$ cat config.mk
export PLATFORM = sky130hd
export DESIGN_NAME = magnetometer_hard_iron_conditioner
export DESIGN_NICKNAME = d
export VERILOG_FILES = /design/src/hw/rtl/mhic_pkg.sv /design/src/hw/rtl/mhic_front.sv /design/src/hw/rtl/mhic_fifo.sv /design/src/hw/rtl/mhic_back.sv /design/src/hw/rtl/magnetometer_hard_iron_conditioner.sv
export SDC_FILE = /design/constraint.sdc
export NUM_CORES = 2
export LEC_CHECK = 0
export ABC_CLOCK_PERIOD_IN_PS = 11800
export CAP_MARGIN = 10
export CORE_AREA = 2 2 332 334
export CTS_CLUSTER_SIZE = 10
export DETAILED_ROUTE_END_ITERATION = 12
export DIE_AREA = 0 0 334 336
export DONT_BUFFER_PORTS = 1
export PLACE_DENSITY = 0.71
export SLEW_MARGIN = 20
export SYNTH_ARGS = -nofsm -noshare
export SYNTH_HDL_FRONTEND = slang
export SYNTH_SLANG_ARGS = --single-unit
export TNS_END_PERCENT = 50
$ cat constraint.sdc
create_clock -name clk -period 11.8 [get_ports clk]
set_clock_uncertainty 0.05 [all_clocks]
set_input_delay 1.77 -clock clk [delete_from_list [all_inputs] [get_ports clk]]
set_output_delay 1.77 -clock clk [all_outputs]
set_load 0.02 [all_outputs]
$ cat src/hw/rtl/mhic_pkg.sv
`default_nettype none

package mhic_pkg;

    // Sizes fixed by the sensor byte layout and the register map.
    localparam int AXES         = 3;
    localparam int SAMPLE_W     = 16;
    localparam int SENS_W       = 9;
    localparam int LIMIT_W      = 15;
    localparam int MASK_W       = 8;
    localparam int CFG_INDEX_W  = 3;
    localparam int CFG_DATA_W   = 15;
    localparam int IN_DATA_W    = 64;
    localparam int OUT_DATA_W   = 96;
    localparam int OUT_USER_W   = 2;

    // Default moving-average depth and depth of the front-to-back queue.
    localparam int WINDOW_DEPTH_DEF = 4;
    localparam int QUEUE_DEPTH      = 4;

    // Reset values of the configuration registers.
    localparam logic [SENS_W-1:0]  SENS_RESET     = SENS_W'(256);
    localparam logic [LIMIT_W-1:0] LIMIT_RESET    = LIMIT_W'(1000);
    localparam logic [MASK_W-1:0]  READY_RESET    = MASK_W'(1);
    localparam logic [MASK_W-1:0]  OVERRUN_RESET  = MASK_W'(2);
    localparam logic [MASK_W-1:0]  OVERFLOW_RESET = MASK_W'(8);

    // Register indexes of the configuration port.
    typedef enum logic [CFG_INDEX_W-1:0] {
        CFG_SENS_X        = 3'd0,
        CFG_SENS_Y        = 3'd1,
        CFG_SENS_Z        = 3'd2,
        CFG_REJECT_LIMIT  = 3'd3,
        CFG_READY_MASK    = 3'd4,
        CFG_OVERRUN_MASK  = 3'd5,
        CFG_OVERFLOW_MASK = 3'd6
    } cfg_index_t;

    typedef logic signed [SAMPLE_W-1:0] sample_t;

    // One classified sample as it travels from the front to the back.
    typedef struct packed {
        logic                   accept;
        sample_t [AXES-1:0]     scaled;
    } item_t;

    // Result flags as carried on the output tuser, fresh in the lowest bit.
    typedef struct packed {
        logic calib_changed;
        logic fresh;
    } result_flags_t;

endpackage

`default_nettype wire

$ cat src/hw/rtl/mhic_front.sv
`default_nettype none

module mhic_front (
    input  wire logic                             clk,
    input  wire logic                             rst_n,
    input  wire logic                             cfg_we,
    input  wire logic [mhic_pkg::CFG_INDEX_W-1:0] cfg_index,
    input  wire logic [mhic_pkg::CFG_DATA_W-1:0]  cfg_wdata,
    input  wire logic [mhic_pkg::IN_DATA_W-1:0]   in_data,
    output mhic_pkg::item_t                       item
);
    import mhic_pkg::*;

    localparam int SCALE_PROD_W = SAMPLE_W + SENS_W + 1;

    logic [SENS_W-1:0]  sens_reg [AXES];
    logic [LIMIT_W-1:0] limit_reg;
    logic [MASK_W-1:0]  ready_mask_reg;
    logic [MASK_W-1:0]  overrun_mask_reg;
    logic [MASK_W-1:0]  overflow_mask_reg;

    logic [MASK_W-1:0]  status_one;
    logic [MASK_W-1:0]  status_two;
    logic               status_ok;
    logic [AXES-1:0]    axis_ok;
    logic signed [SAMPLE_W:0] limit_pos;
    logic signed [SAMPLE_W:0] limit_neg;

    // Configuration registers; the user must write them only while the block is idle, which is not enforced here.
    always_ff @(posedge clk or negedge rst_n)
    begin
        if (!rst_n)
        begin
            sens_reg[0]       <= SENS_RESET;
            sens_reg[1]       <= SENS_RESET;
            sens_reg[2]       <= SENS_RESET;
            limit_reg         <= LIMIT_RESET;
            ready_mask_reg    <= READY_RESET;
            overrun_mask_reg  <= OVERRUN_RESET;
            overflow_mask_reg <= OVERFLOW_RESET;
        end
        else if (cfg_we)
        begin
            case (cfg_index_t'(cfg_index))
                CFG_SENS_X:        sens_reg[0]       <= cfg_wdata[SENS_W-1:0];
                CFG_SENS_Y:        sens_reg[1]       <= cfg_wdata[SENS_W-1:0];
                CFG_SENS_Z:        sens_reg[2]       <= cfg_wdata[SENS_W-1:0];
                CFG_REJECT_LIMIT:  limit_reg         <= cfg_wdata[LIMIT_W-1:0];
                CFG_READY_MASK:    ready_mask_reg    <= cfg_wdata[MASK_W-1:0];
                CFG_OVERRUN_MASK:  overrun_mask_reg  <= cfg_wdata[MASK_W-1:0];
                CFG_OVERFLOW_MASK: overflow_mask_reg <= cfg_wdata[MASK_W-1:0];
                default:           ;
            endcase
        end
    end

    // Status bytes sit at both ends of the eight-byte burst.
    assign status_one = in_data[MASK_W-1:0];
    assign status_two = in_data[IN_DATA_W-1 -: MASK_W];
    assign status_ok  = ((status_one & ready_mask_reg) != '0) &&
                        ((status_one & overrun_mask_reg) == '0) &&
                        ((status_two & overflow_mask_reg) == '0);

    assign limit_pos = $signed({2'b00, limit_reg});
    assign limit_neg = -limit_pos;

    // Per-axis scaling: raw times factor, floor shift by 8, wrap to 16 bits.
    for (genvar a = 0; a < AXES; a++)
    begin : g_axis
        logic signed [SAMPLE_W-1:0]          raw;
        logic signed [SCALE_PROD_W-1:0]      prod;
        logic signed [SAMPLE_W:0]            scaled_ext;

        assign raw        = $signed(in_data[MASK_W + SAMPLE_W*a +: SAMPLE_W]);
        assign prod       = SCALE_PROD_W'(raw) *
                            SCALE_PROD_W'($signed({1'b0, sens_reg[a]}));
        assign item.scaled[a] = prod[SAMPLE_W+7:8];
        assign scaled_ext = {prod[SAMPLE_W+7], prod[SAMPLE_W+7:8]};
        assign axis_ok[a] = (scaled_ext <= limit_pos) && (scaled_ext >= limit_neg);
    end

    assign item.accept = status_ok && (&axis_ok);

endmodule

`default_nettype wire

$ cat src/hw/rtl/mhic_fifo.sv
`default_nettype none

module mhic_fifo (
    input  wire logic      clk,
    input  wire logic      rst_n,
    input  wire logic      in_valid,
    output logic           in_ready,
    input  mhic_pkg::item_t in_item,
    output logic           out_valid,
    input  wire logic      out_ready,
    output mhic_pkg::item_t out_item
);
    import mhic_pkg::*;

    localparam int PTR_W = $clog2(QUEUE_DEPTH);
    localparam int CNT_W = PTR_W + 1;
    localparam logic [PTR_W-1:0] LAST_PTR = PTR_W'(QUEUE_DEPTH - 1);
    localparam logic [CNT_W-1:0] FULL_CNT = CNT_W'(QUEUE_DEPTH);

    item_t            entry_reg [QUEUE_DEPTH];
    logic [PTR_W-1:0] wr_ptr_reg;
    logic [PTR_W-1:0] rd_ptr_reg;
    logic [CNT_W-1:0] count_reg;
    logic             push;
    logic             pop;

    assign in_ready  = (count_reg != FULL_CNT);
    assign out_valid = (count_reg != '0);
    assign push      = in_valid && in_ready;
    assign pop       = out_valid && out_ready;
    assign out_item  = entry_reg[rd_ptr_reg];

    // Queue entries hold payload only.
    always_ff @(posedge clk)
    begin
        if (push)
        begin
            entry_reg[wr_ptr_reg] <= in_item;
        end
    end

    // Pointers and fill count.
    always_ff @(posedge clk or negedge rst_n)
    begin
        if (!rst_n)
        begin
            wr_ptr_reg <= '0;
            rd_ptr_reg <= '0;
            count_reg  <= '0;
        end
        else
        begin
            if (push)
            begin
                wr_ptr_reg <= (wr_ptr_reg == LAST_PTR) ? '0 : wr_ptr_reg + 1'b1;
            end
            if (pop)
            begin
                rd_ptr_reg <= (rd_ptr_reg == LAST_PTR) ? '0 : rd_ptr_reg + 1'b1;
            end
            if (push && !pop)
            begin
                count_reg <= count_reg + 1'b1;
            end
            else if (pop && !push)
            begin
                count_reg <= count_reg - 1'b1;
            end
        end
    end

endmodule

`default_nettype wire

$ cat src/hw/rtl/mhic_back.sv
`default_nettype none

module mhic_back #(
    parameter int WINDOW_DEPTH = mhic_pkg::WINDOW_DEPTH_DEF
) (
    input  wire logic                            clk,
    input  wire logic                            rst_n,
    input  wire logic                            in_valid,
    output logic                                 in_ready,
    input  mhic_pkg::item_t                      in_item,
    output logic                                 out_valid,
    input  wire logic                            out_ready,
    output logic [mhic_pkg::OUT_DATA_W-1:0]      out_data,
    output logic [mhic_pkg::OUT_USER_W-1:0]      out_user
);
    import mhic_pkg::*;

    // The window sum grows by log2 of the depth; its magnitude needs one bit less.
    localparam int SUM_W       = SAMPLE_W + $clog2(WINDOW_DEPTH);
    localparam int MAG_W       = SUM_W - 1;
    // Division by the depth is a multiply by a rounded-up reciprocal, exact
    // for every window sum of accepted samples at depths from 2 up to 22.
    localparam int RECIP_SHIFT = 24;
    localparam int PROD_W      = MAG_W + RECIP_SHIFT;
    localparam logic [RECIP_SHIFT-1:0] RECIP =
        RECIP_SHIFT'(((64'd1 << RECIP_SHIFT) + WINDOW_DEPTH - 1) / WINDOW_DEPTH);

    logic                    advance;
    logic                    take;

    sample_t                 window_reg [WINDOW_DEPTH][AXES];
    logic signed [SUM_W-1:0] sum_reg [AXES];
    logic signed [SUM_W-1:0] sum_next [AXES];

    logic                    s1_valid_reg;
    logic                    s1_accept_reg;
    logic                    s2_valid_reg;
    logic                    s2_accept_reg;
    logic [AXES-1:0]         s2_neg_reg;
    logic [PROD_W-1:0]       s2_prod_reg [AXES];
    logic                    s3_valid_reg;
    logic                    s3_accept_reg;
    sample_t                 s3_avg_reg [AXES];
    logic                    s4_valid_reg;
    logic                    s4_accept_reg;
    logic                    s4_changed_reg;
    sample_t                 s4_avg_reg [AXES];

    sample_t                 max_reg [AXES];
    sample_t                 min_reg [AXES];
    sample_t                 held_reg [AXES];
    logic [AXES-1:0]         grow_max;
    logic [AXES-1:0]         grow_min;

    logic [MAG_W-1:0]        mag [AXES];
    sample_t                 quot [AXES];
    sample_t                 bias [AXES];
    sample_t                 corr [AXES];
    sample_t                 res [AXES];

    logic                    out_valid_reg;
    logic [OUT_DATA_W-1:0]   out_data_reg;
    result_flags_t           out_flags_reg;

    // All stages move together whenever the output register is free.
    assign advance   = !out_valid_reg || out_ready;
    assign in_ready  = advance;
    assign take      = in_valid && advance && in_item.accept;
    assign out_valid = out_valid_reg;
    assign out_data  = out_data_reg;
    assign out_user  = out_flags_reg;

    // Running window sum: add the newest sample, drop the oldest.
    always_comb
    begin
        for (int a = 0; a < AXES; a++)
        begin
            sum_next[a] = sum_reg[a]
                + {{(SUM_W-SAMPLE_W){in_item.scaled[a][SAMPLE_W-1]}}, in_item.scaled[a]}
                - {{(SUM_W-SAMPLE_W){window_reg[0][a][SAMPLE_W-1]}}, window_reg[0][a]};
        end
    end

    // Window shift line and sum; these are the stage-one payload as well.
    always_ff @(posedge clk or negedge rst_n)
    begin
        if (!rst_n)
        begin
            for (int k = 0; k < WINDOW_DEPTH; k++)
            begin
                for (int a = 0; a < AXES; a++)
                begin
                    window_reg[k][a] <= '0;
                end
            end
            for (int a = 0; a < AXES; a++)
            begin
                sum_reg[a] <= '0;
            end
        end
        else if (take)
        begin
            for (int k = 0; k < WINDOW_DEPTH - 1; k++)
            begin
                window_reg[k] <= window_reg[k+1];
            end
            for (int a = 0; a < AXES; a++)
            begin
                window_reg[WINDOW_DEPTH-1][a] <= in_item.scaled[a];
                sum_reg[a]                    <= sum_next[a];
            end
        end
    end

    // Magnitude of each sum for the reciprocal multiply.
    always_comb
    begin
        for (int a = 0; a < AXES; a++)
        begin
            mag[a] = sum_reg[a][SUM_W-1] ? MAG_W'(-sum_reg[a]) : MAG_W'(sum_reg[a]);
        end
    end

    // Quotient with the sign put back: truncation toward zero.
    always_comb
    begin
        for (int a = 0; a < AXES; a++)
        begin
            quot[a] = s2_prod_reg[a][RECIP_SHIFT +: SAMPLE_W];
            if (s2_neg_reg[a])
            begin
                quot[a] = -quot[a];
            end
        end
    end

    // Extremes move outward only.
    always_comb
    begin
        for (int a = 0; a < AXES; a++)
        begin
            grow_max[a] = (s3_avg_reg[a] > max_reg[a]);
            grow_min[a] = (s3_avg_reg[a] < min_reg[a]);
        end
    end

    // Midpoint bias, correction and axis remap. Min never exceeds max here,
    // since both start at zero and only move outward, so the bias always
    // equals the halved sum of the current extremes.
    always_comb
    begin
        logic signed [SAMPLE_W:0] mid;
        logic signed [SAMPLE_W:0] mid_adj;
        for (int a = 0; a < AXES; a++)
        begin
            mid     = {max_reg[a][SAMPLE_W-1], max_reg[a]} +
                      {min_reg[a][SAMPLE_W-1], min_reg[a]};
            mid_adj = mid + {{SAMPLE_W{1'b0}}, mid[SAMPLE_W]};
            bias[a] = mid_adj[SAMPLE_W:1];
            corr[a] = s4_avg_reg[a] - bias[a];
        end
        if (s4_accept_reg)
        begin
            res[0] = corr[2];
            res[1] = -corr[0];
            res[2] = -corr[1];
        end
        else
        begin
            res[0] = held_reg[0];
            res[1] = held_reg[1];
            res[2] = held_reg[2];
        end
    end

    // Pipeline control bits.
    always_ff @(posedge clk or negedge rst_n)
    begin
        if (!rst_n)
        begin
            s1_valid_reg   <= 1'b0;
            s1_accept_reg  <= 1'b0;
            s2_valid_reg   <= 1'b0;
            s2_accept_reg  <= 1'b0;
            s3_valid_reg   <= 1'b0;
            s3_accept_reg  <= 1'b0;
            s4_valid_reg   <= 1'b0;
            s4_accept_reg  <= 1'b0;
            s4_changed_reg <= 1'b0;
            out_valid_reg  <= 1'b0;
        end
        else if (advance)
        begin
            s1_valid_reg   <= in_valid;
            s1_accept_reg  <= in_item.accept;
            s2_valid_reg   <= s1_valid_reg;
            s2_accept_reg  <= s1_accept_reg;
            s3_valid_reg   <= s2_valid_reg;
            s3_accept_reg  <= s2_accept_reg;
            s4_valid_reg   <= s3_valid_reg;
            s4_accept_reg  <= s3_accept_reg;
            s4_changed_reg <= s3_accept_reg && ((grow_max | grow_min) != '0);
            out_valid_reg  <= s4_valid_reg;
        end
    end

    // Stage payloads.
    always_ff @(posedge clk)
    begin
        if (advance)
        begin
            for (int a = 0; a < AXES; a++)
            begin
                s2_neg_reg[a]  <= sum_reg[a][SUM_W-1];
                s2_prod_reg[a] <= PROD_W'(mag[a]) * PROD_W'(RECIP);
                s3_avg_reg[a]  <= quot[a];
                s4_avg_reg[a]  <= s3_avg_reg[a];
            end
            out_data_reg          <= {bias[2], bias[1], bias[0], res[2], res[1], res[0]};
            out_flags_reg.fresh         <= s4_accept_reg;
            out_flags_reg.calib_changed <= s4_changed_reg;
        end
    end

    // Calibration extremes and the held output.
    always_ff @(posedge clk or negedge rst_n)
    begin
        if (!rst_n)
        begin
            for (int a = 0; a < AXES; a++)
            begin
                max_reg[a]  <= '0;
                min_reg[a]  <= '0;
                held_reg[a] <= sample_t'(1);
            end
        end
        else if (advance)
        begin
            for (int a = 0; a < AXES; a++)
            begin
                if (s3_valid_reg && s3_accept_reg && grow_max[a])
                begin
                    max_reg[a] <= s3_avg_reg[a];
                end
                if (s3_valid_reg && s3_accept_reg && grow_min[a])
                begin
                    min_reg[a] <= s3_avg_reg[a];
                end
                if (s4_valid_reg && s4_accept_reg)
                begin
                    held_reg[a] <= res[a];
                end
            end
        end
    end

endmodule

`default_nettype wire

$ cat src/hw/rtl/magnetometer_hard_iron_conditioner.sv
// Hard-iron conditioner for a three-axis magnetometer.
// Input channel s_*: one item is one eight-byte sensor burst (status one,
// X, Y and Z little-endian, status two). Configuration is a plain write
// port (cfg_we, cfg_index, cfg_wdata); the user must use it only while
// the block is idle; the block does not enforce it. Output channel m_*:
// exactly one result item per input item, in order: the bias-corrected,
// remapped axes, the current bias, and the flags fresh (sample accepted)
// and calib_changed (an extreme moved; persist it). Throughput is one
// item per cycle when the output is not stalled. The classifier in front
// writes a four-entry queue; the back end is a five-register pipeline
// (window sum, reciprocal multiply, sign restore, min/max update, bias and
// output register). The window-sum and min/max update loops set the
// one-item-per-cycle rate. When m_tready is low with a result waiting,
// the whole back pipeline holds and the queue fills; s_tready drops once
// the queue is full. Nothing is lost or repeated. Reset clears the
// window, sum and extremes to zero, sets the held output to one on each
// axis and loads the default configuration.
`default_nettype none

module magnetometer_hard_iron_conditioner #(
    parameter int WINDOW_DEPTH = mhic_pkg::WINDOW_DEPTH_DEF
) (
    input  wire logic                             clk,
    input  wire logic                             rst_n,
    input  wire logic                             cfg_we,
    input  wire logic [mhic_pkg::CFG_INDEX_W-1:0] cfg_index,
    input  wire logic [mhic_pkg::CFG_DATA_W-1:0]  cfg_wdata,
    input  wire logic                             s_tvalid,
    output logic                                  s_tready,
    // Fields from bit 0 up: status_one, x_low, x_high, y_low, y_high,
    // z_low, z_high, status_two.
    input  wire logic [mhic_pkg::IN_DATA_W-1:0]   s_tdata,
    output logic                                  m_tvalid,
    input  wire logic                             m_tready,
    // Fields from bit 0 up: out_x, out_y, out_z, bias_x, bias_y, bias_z.
    output logic [mhic_pkg::OUT_DATA_W-1:0]       m_tdata,
    // Fields from bit 0 up: fresh, calib_changed.
    output logic [mhic_pkg::OUT_USER_W-1:0]       m_tuser
);
    import mhic_pkg::*;

    item_t front_item;
    item_t queue_item;
    logic  queue_valid;
    logic  back_ready;

    // Front: configuration, scaling and accept decision.
    mhic_front u_front (
        .clk       (clk),
        .rst_n     (rst_n),
        .cfg_we    (cfg_we),
        .cfg_index (cfg_index),
        .cfg_wdata (cfg_wdata),
        .in_data   (s_tdata),
        .item      (front_item)
    );

    // Queue between the classifier and the back pipeline.
    mhic_fifo u_fifo (
        .clk       (clk),
        .rst_n     (rst_n),
        .in_valid  (s_tvalid),
        .in_ready  (s_tready),
        .in_item   (front_item),
        .out_valid (queue_valid),
        .out_ready (back_ready),
        .out_item  (queue_item)
    );

    // Back: averaging, calibration and output.
    mhic_back #(
        .WINDOW_DEPTH (WINDOW_DEPTH)
    ) u_back (
        .clk       (clk),
        .rst_n     (rst_n),
        .in_valid  (queue_valid),
        .in_ready  (back_ready),
        .in_item   (queue_item),
        .out_valid (m_tvalid),
        .out_ready (m_tready),
        .out_data  (m_tdata),
        .out_user  (m_tuser)
    );

endmodule

`default_nettype wire

==> metrics.md <==
| Metric | Value |
|---|---|
| Outcome | `completed` |
| Post_cts resized | `0` |
| Least-Margin Pin Slew | `1.467 ns` |
| Area Growth Syn to Fin | `7.204%` |
| Skew-Pair Late Insertion Delay | `0.69 ns` |
| Num CTS Buffers | `104` |
| Post-synth ARST share | `51.92%` |
| RSZ-0062 raised after global routing | `false` |
| Initial antenna violation count | `5` |
| Vias in the first global route | `40911` |
| DR iter-0 viols | `2413` |
| Core Box Area | `108400 sq um` |
| H-tree levels | `3` |
| Non-Filler Instances | `7366` |
| Fmax | `116.3 MHz` |
| Io pins | `187` |
| CTS tree | `yes` |
| Setup violations, final | `0` |
| Syn Area/Cell | `10.58 sq um` |
| Placer Congestion | `0.8951` |
| Met3 wire length | `5.631 mm` |
| Layout net count | `6847` |
| Vias per inst | `5.484` |
| Clk root buf | `clkbuf_16` |
| GRT Overall Usage | `22.90%` |
| Clk sinks | `911` |
| # rows | `121` |
| WP data required | `12.29 ns` |
| DRC Markers | `0` |
| Synthesis Warnings | `0` |
| Ratio of final minimum period to clock period | `72.86%` |
| Top-area cell type share of the netlist area | `21.06%` |
| Startpoint types | `primary input` |
| Largest net degree at the start of global routing | `474` |
| Fin Setup TNS | `0 ns` |
| First-pass GRT wire length | `208.8 mm` |
| Highest metal used | `met5` |
| Post-Syn Nets | `6883` |
| Postcts setup bufs | `0` |
| GRT overflow | `0` |
| Hold Buf Count CTS | `0` |
| Syn Inst Count | `5900` |
| Die H | `336 um` |
| Metal2 WL | `59.11 mm` |
| Unique masters post-synth | `84` |
| Share of layout cells above drive strength 1 | `7.866%` |
| Via count | `40394` |
| Final critical-path required period | `8.598 ns` |
| Port Buffers | `0` |
| Full die area | `112200 sq um` |
| #FFs+latches synth | `911` |
| Longest Clk Path Bufs | `3` |
| DP HPWL | `92.96 mm` |
| Ys flop type | `dfrtp_1` |
| Pre-antenna DRT Iters | `5` |
| R2R Setup Slk | `3.46 ns` |
| Final Hold Fails | `0` |
| Slew Viols, Final | `0` |
| Post-route ant nets | `0` |
| Placed Instances | `7172` |
| Critical-path top delay cell | `fa_1` |
| WP data arrival | `9.09 ns` |
| Syn Std Cell Area | `62440 sq um` |
| Placed instance area | `63810 sq um` |
| Crit Path Max Fanout | `9` |
| Worst setup EP type | `register` |
| CP max stage delay | `0.55 ns` |
| DR WL/cell | `17.03 um` |
| WL met1 | `56.33 mm` |
| Die X | `334 um` |
| Worst-path clk slew | `0.06 ns` |
| Register area share after synthesis | `40.05%` |
| Max-Cap Viols | `0` |
| Post-synth EDFFs | `438` |
| Worst Path Class, Setup | `in2reg` |
| Max FFs per register | `196` |
| Top cells by area, synth | `edfxtp_1, dfrtp_1, fa_1, ha_1, nand2_1` |
| Starting Density | `57.60%` |
| Routed WL | `125.4 mm` |
| Dominant cell type by area after synthesis | `edfxtp_1` |
| Hold WC Path Type | `reg2reg` |
| Max-Slew Margin vs Limit | `2.222%` |
| Post-Layout Inst Area | `66940 sq um` |
-- layout by cell type, fill, tap and decap left out, types with 106 or more instances in the layout --
| master | count |
|---|---|
| nand2_1 | 925 |
| inv_1 | 809 |
| ha_1 | 496 |
| dfrtp_1 | 455 |
| edfxtp_1 | 438 |
| fa_1 | 400 |
| xnor2_1 | 246 |
| o21ai_0 | 238 |
| and2_1 | 232 |
| mux2_2 | 225 |
| nor2_1 | 178 |
| a21oi_1 | 150 |
| clkbuf_16 | 106 |
-- cell usage after synthesis (8+ instances only) --
cell,number
nor3b_1,9
o211ai_1,24
buf_1,12
o31ai_1,38
mux2_2,225
a221oi_1,9
a21oi_1,150
o21ai_0,238
nand3_1,83
or4_1,19
fa_1,400
dfstp_2,15
nand4_1,41
nor2b_1,46
nor2_1,178
dfrtp_1,458
nand2b_1,41
clkbuf_1,154
nor3_1,70
a31oi_1,20
a211oi_1,30
inv_1,809
nand2_1,927
nor4_1,15
xnor2_1,246
edfxtp_1,438
o41ai_1,11
ha_1,496
mux2i_1,11
and2_1,233
o21a_1,38
a41oi_1,8
or3_1,23
o21bai_1,12
nand3b_1,9
a21o_1,81
mux4_2,49
xor2_1,65
and3_1,43
-- final cells by class --
type	instances	area, sq um
repair buffers	24	192.7
diodes	2	5.005
clock buffers	183	2982
inverters	809	3037
clock inverters	9	137.6
fillers	8688	41460
well taps	1414	1769
flip-flops and latches	911	25010
multi-input cells	4014	33800
-- kinds of logic after synthesis --
family	synth area share (%)
compound gates	7.637
xor+xnor	4.426
fa+ha+maj	22.76
buf+inv	5.861
flops	40.05
mux	6.001
simple gates	13.26
-- routing by layer --
layer	GRT usage, %	up-vias
met5	0	-
met4	8.070	4
met3	3.627	219
met2	38.11	803
met1	30.64	19628
li1	-	19740
-- through the flow --
step	hold slack (ns)	setup slack, ns	util [%]
global placement	0.3950	2.507	58.87
detailed placement	0.3973	2.511	58.87
finish	0.3902	3.202	61.75
floorplan	0.3731	1.884	-
global route	0.4059	2.592	61.75
CTS	0.3870	3.198	61.74
-- path summary, 6_finish.rpt --
check                                          end                   start  cells after the start
setup / recovery           u_fifo.entry_reg[0][48]             s_tdata[15]                     32
hold / removal              u_back.window_reg[155]  u_back.window_reg[107]                      2
setup reg to reg           u_fifo.entry_reg[0][48]     u_front.sens_reg[1]                     30
hold reg to reg             u_back.window_reg[155]  u_back.window_reg[107]                      2
max in group asynchronous     u_fifo.rd_ptr_reg[0]                   rst_n                      0
min in group asynchronous      u_back.held_reg[11]                   rst_n                      0
-- worst max-delay path, delay by kind of cell --
kind / cells / cell delay, ns
AOI/OAI and AO/OA: 13 / 3.14
xor gates and xnor gates: 1 / 0.09
adders and majority gates: 7 / 3.17
buffers and inverters: 5 / 0.26
and+or+nand+nor: 6 / 0.69
Power is left out: the tool's default activity adds up to more than one toggle a clock period on the data nets, which glitch-free logic cannot reach.
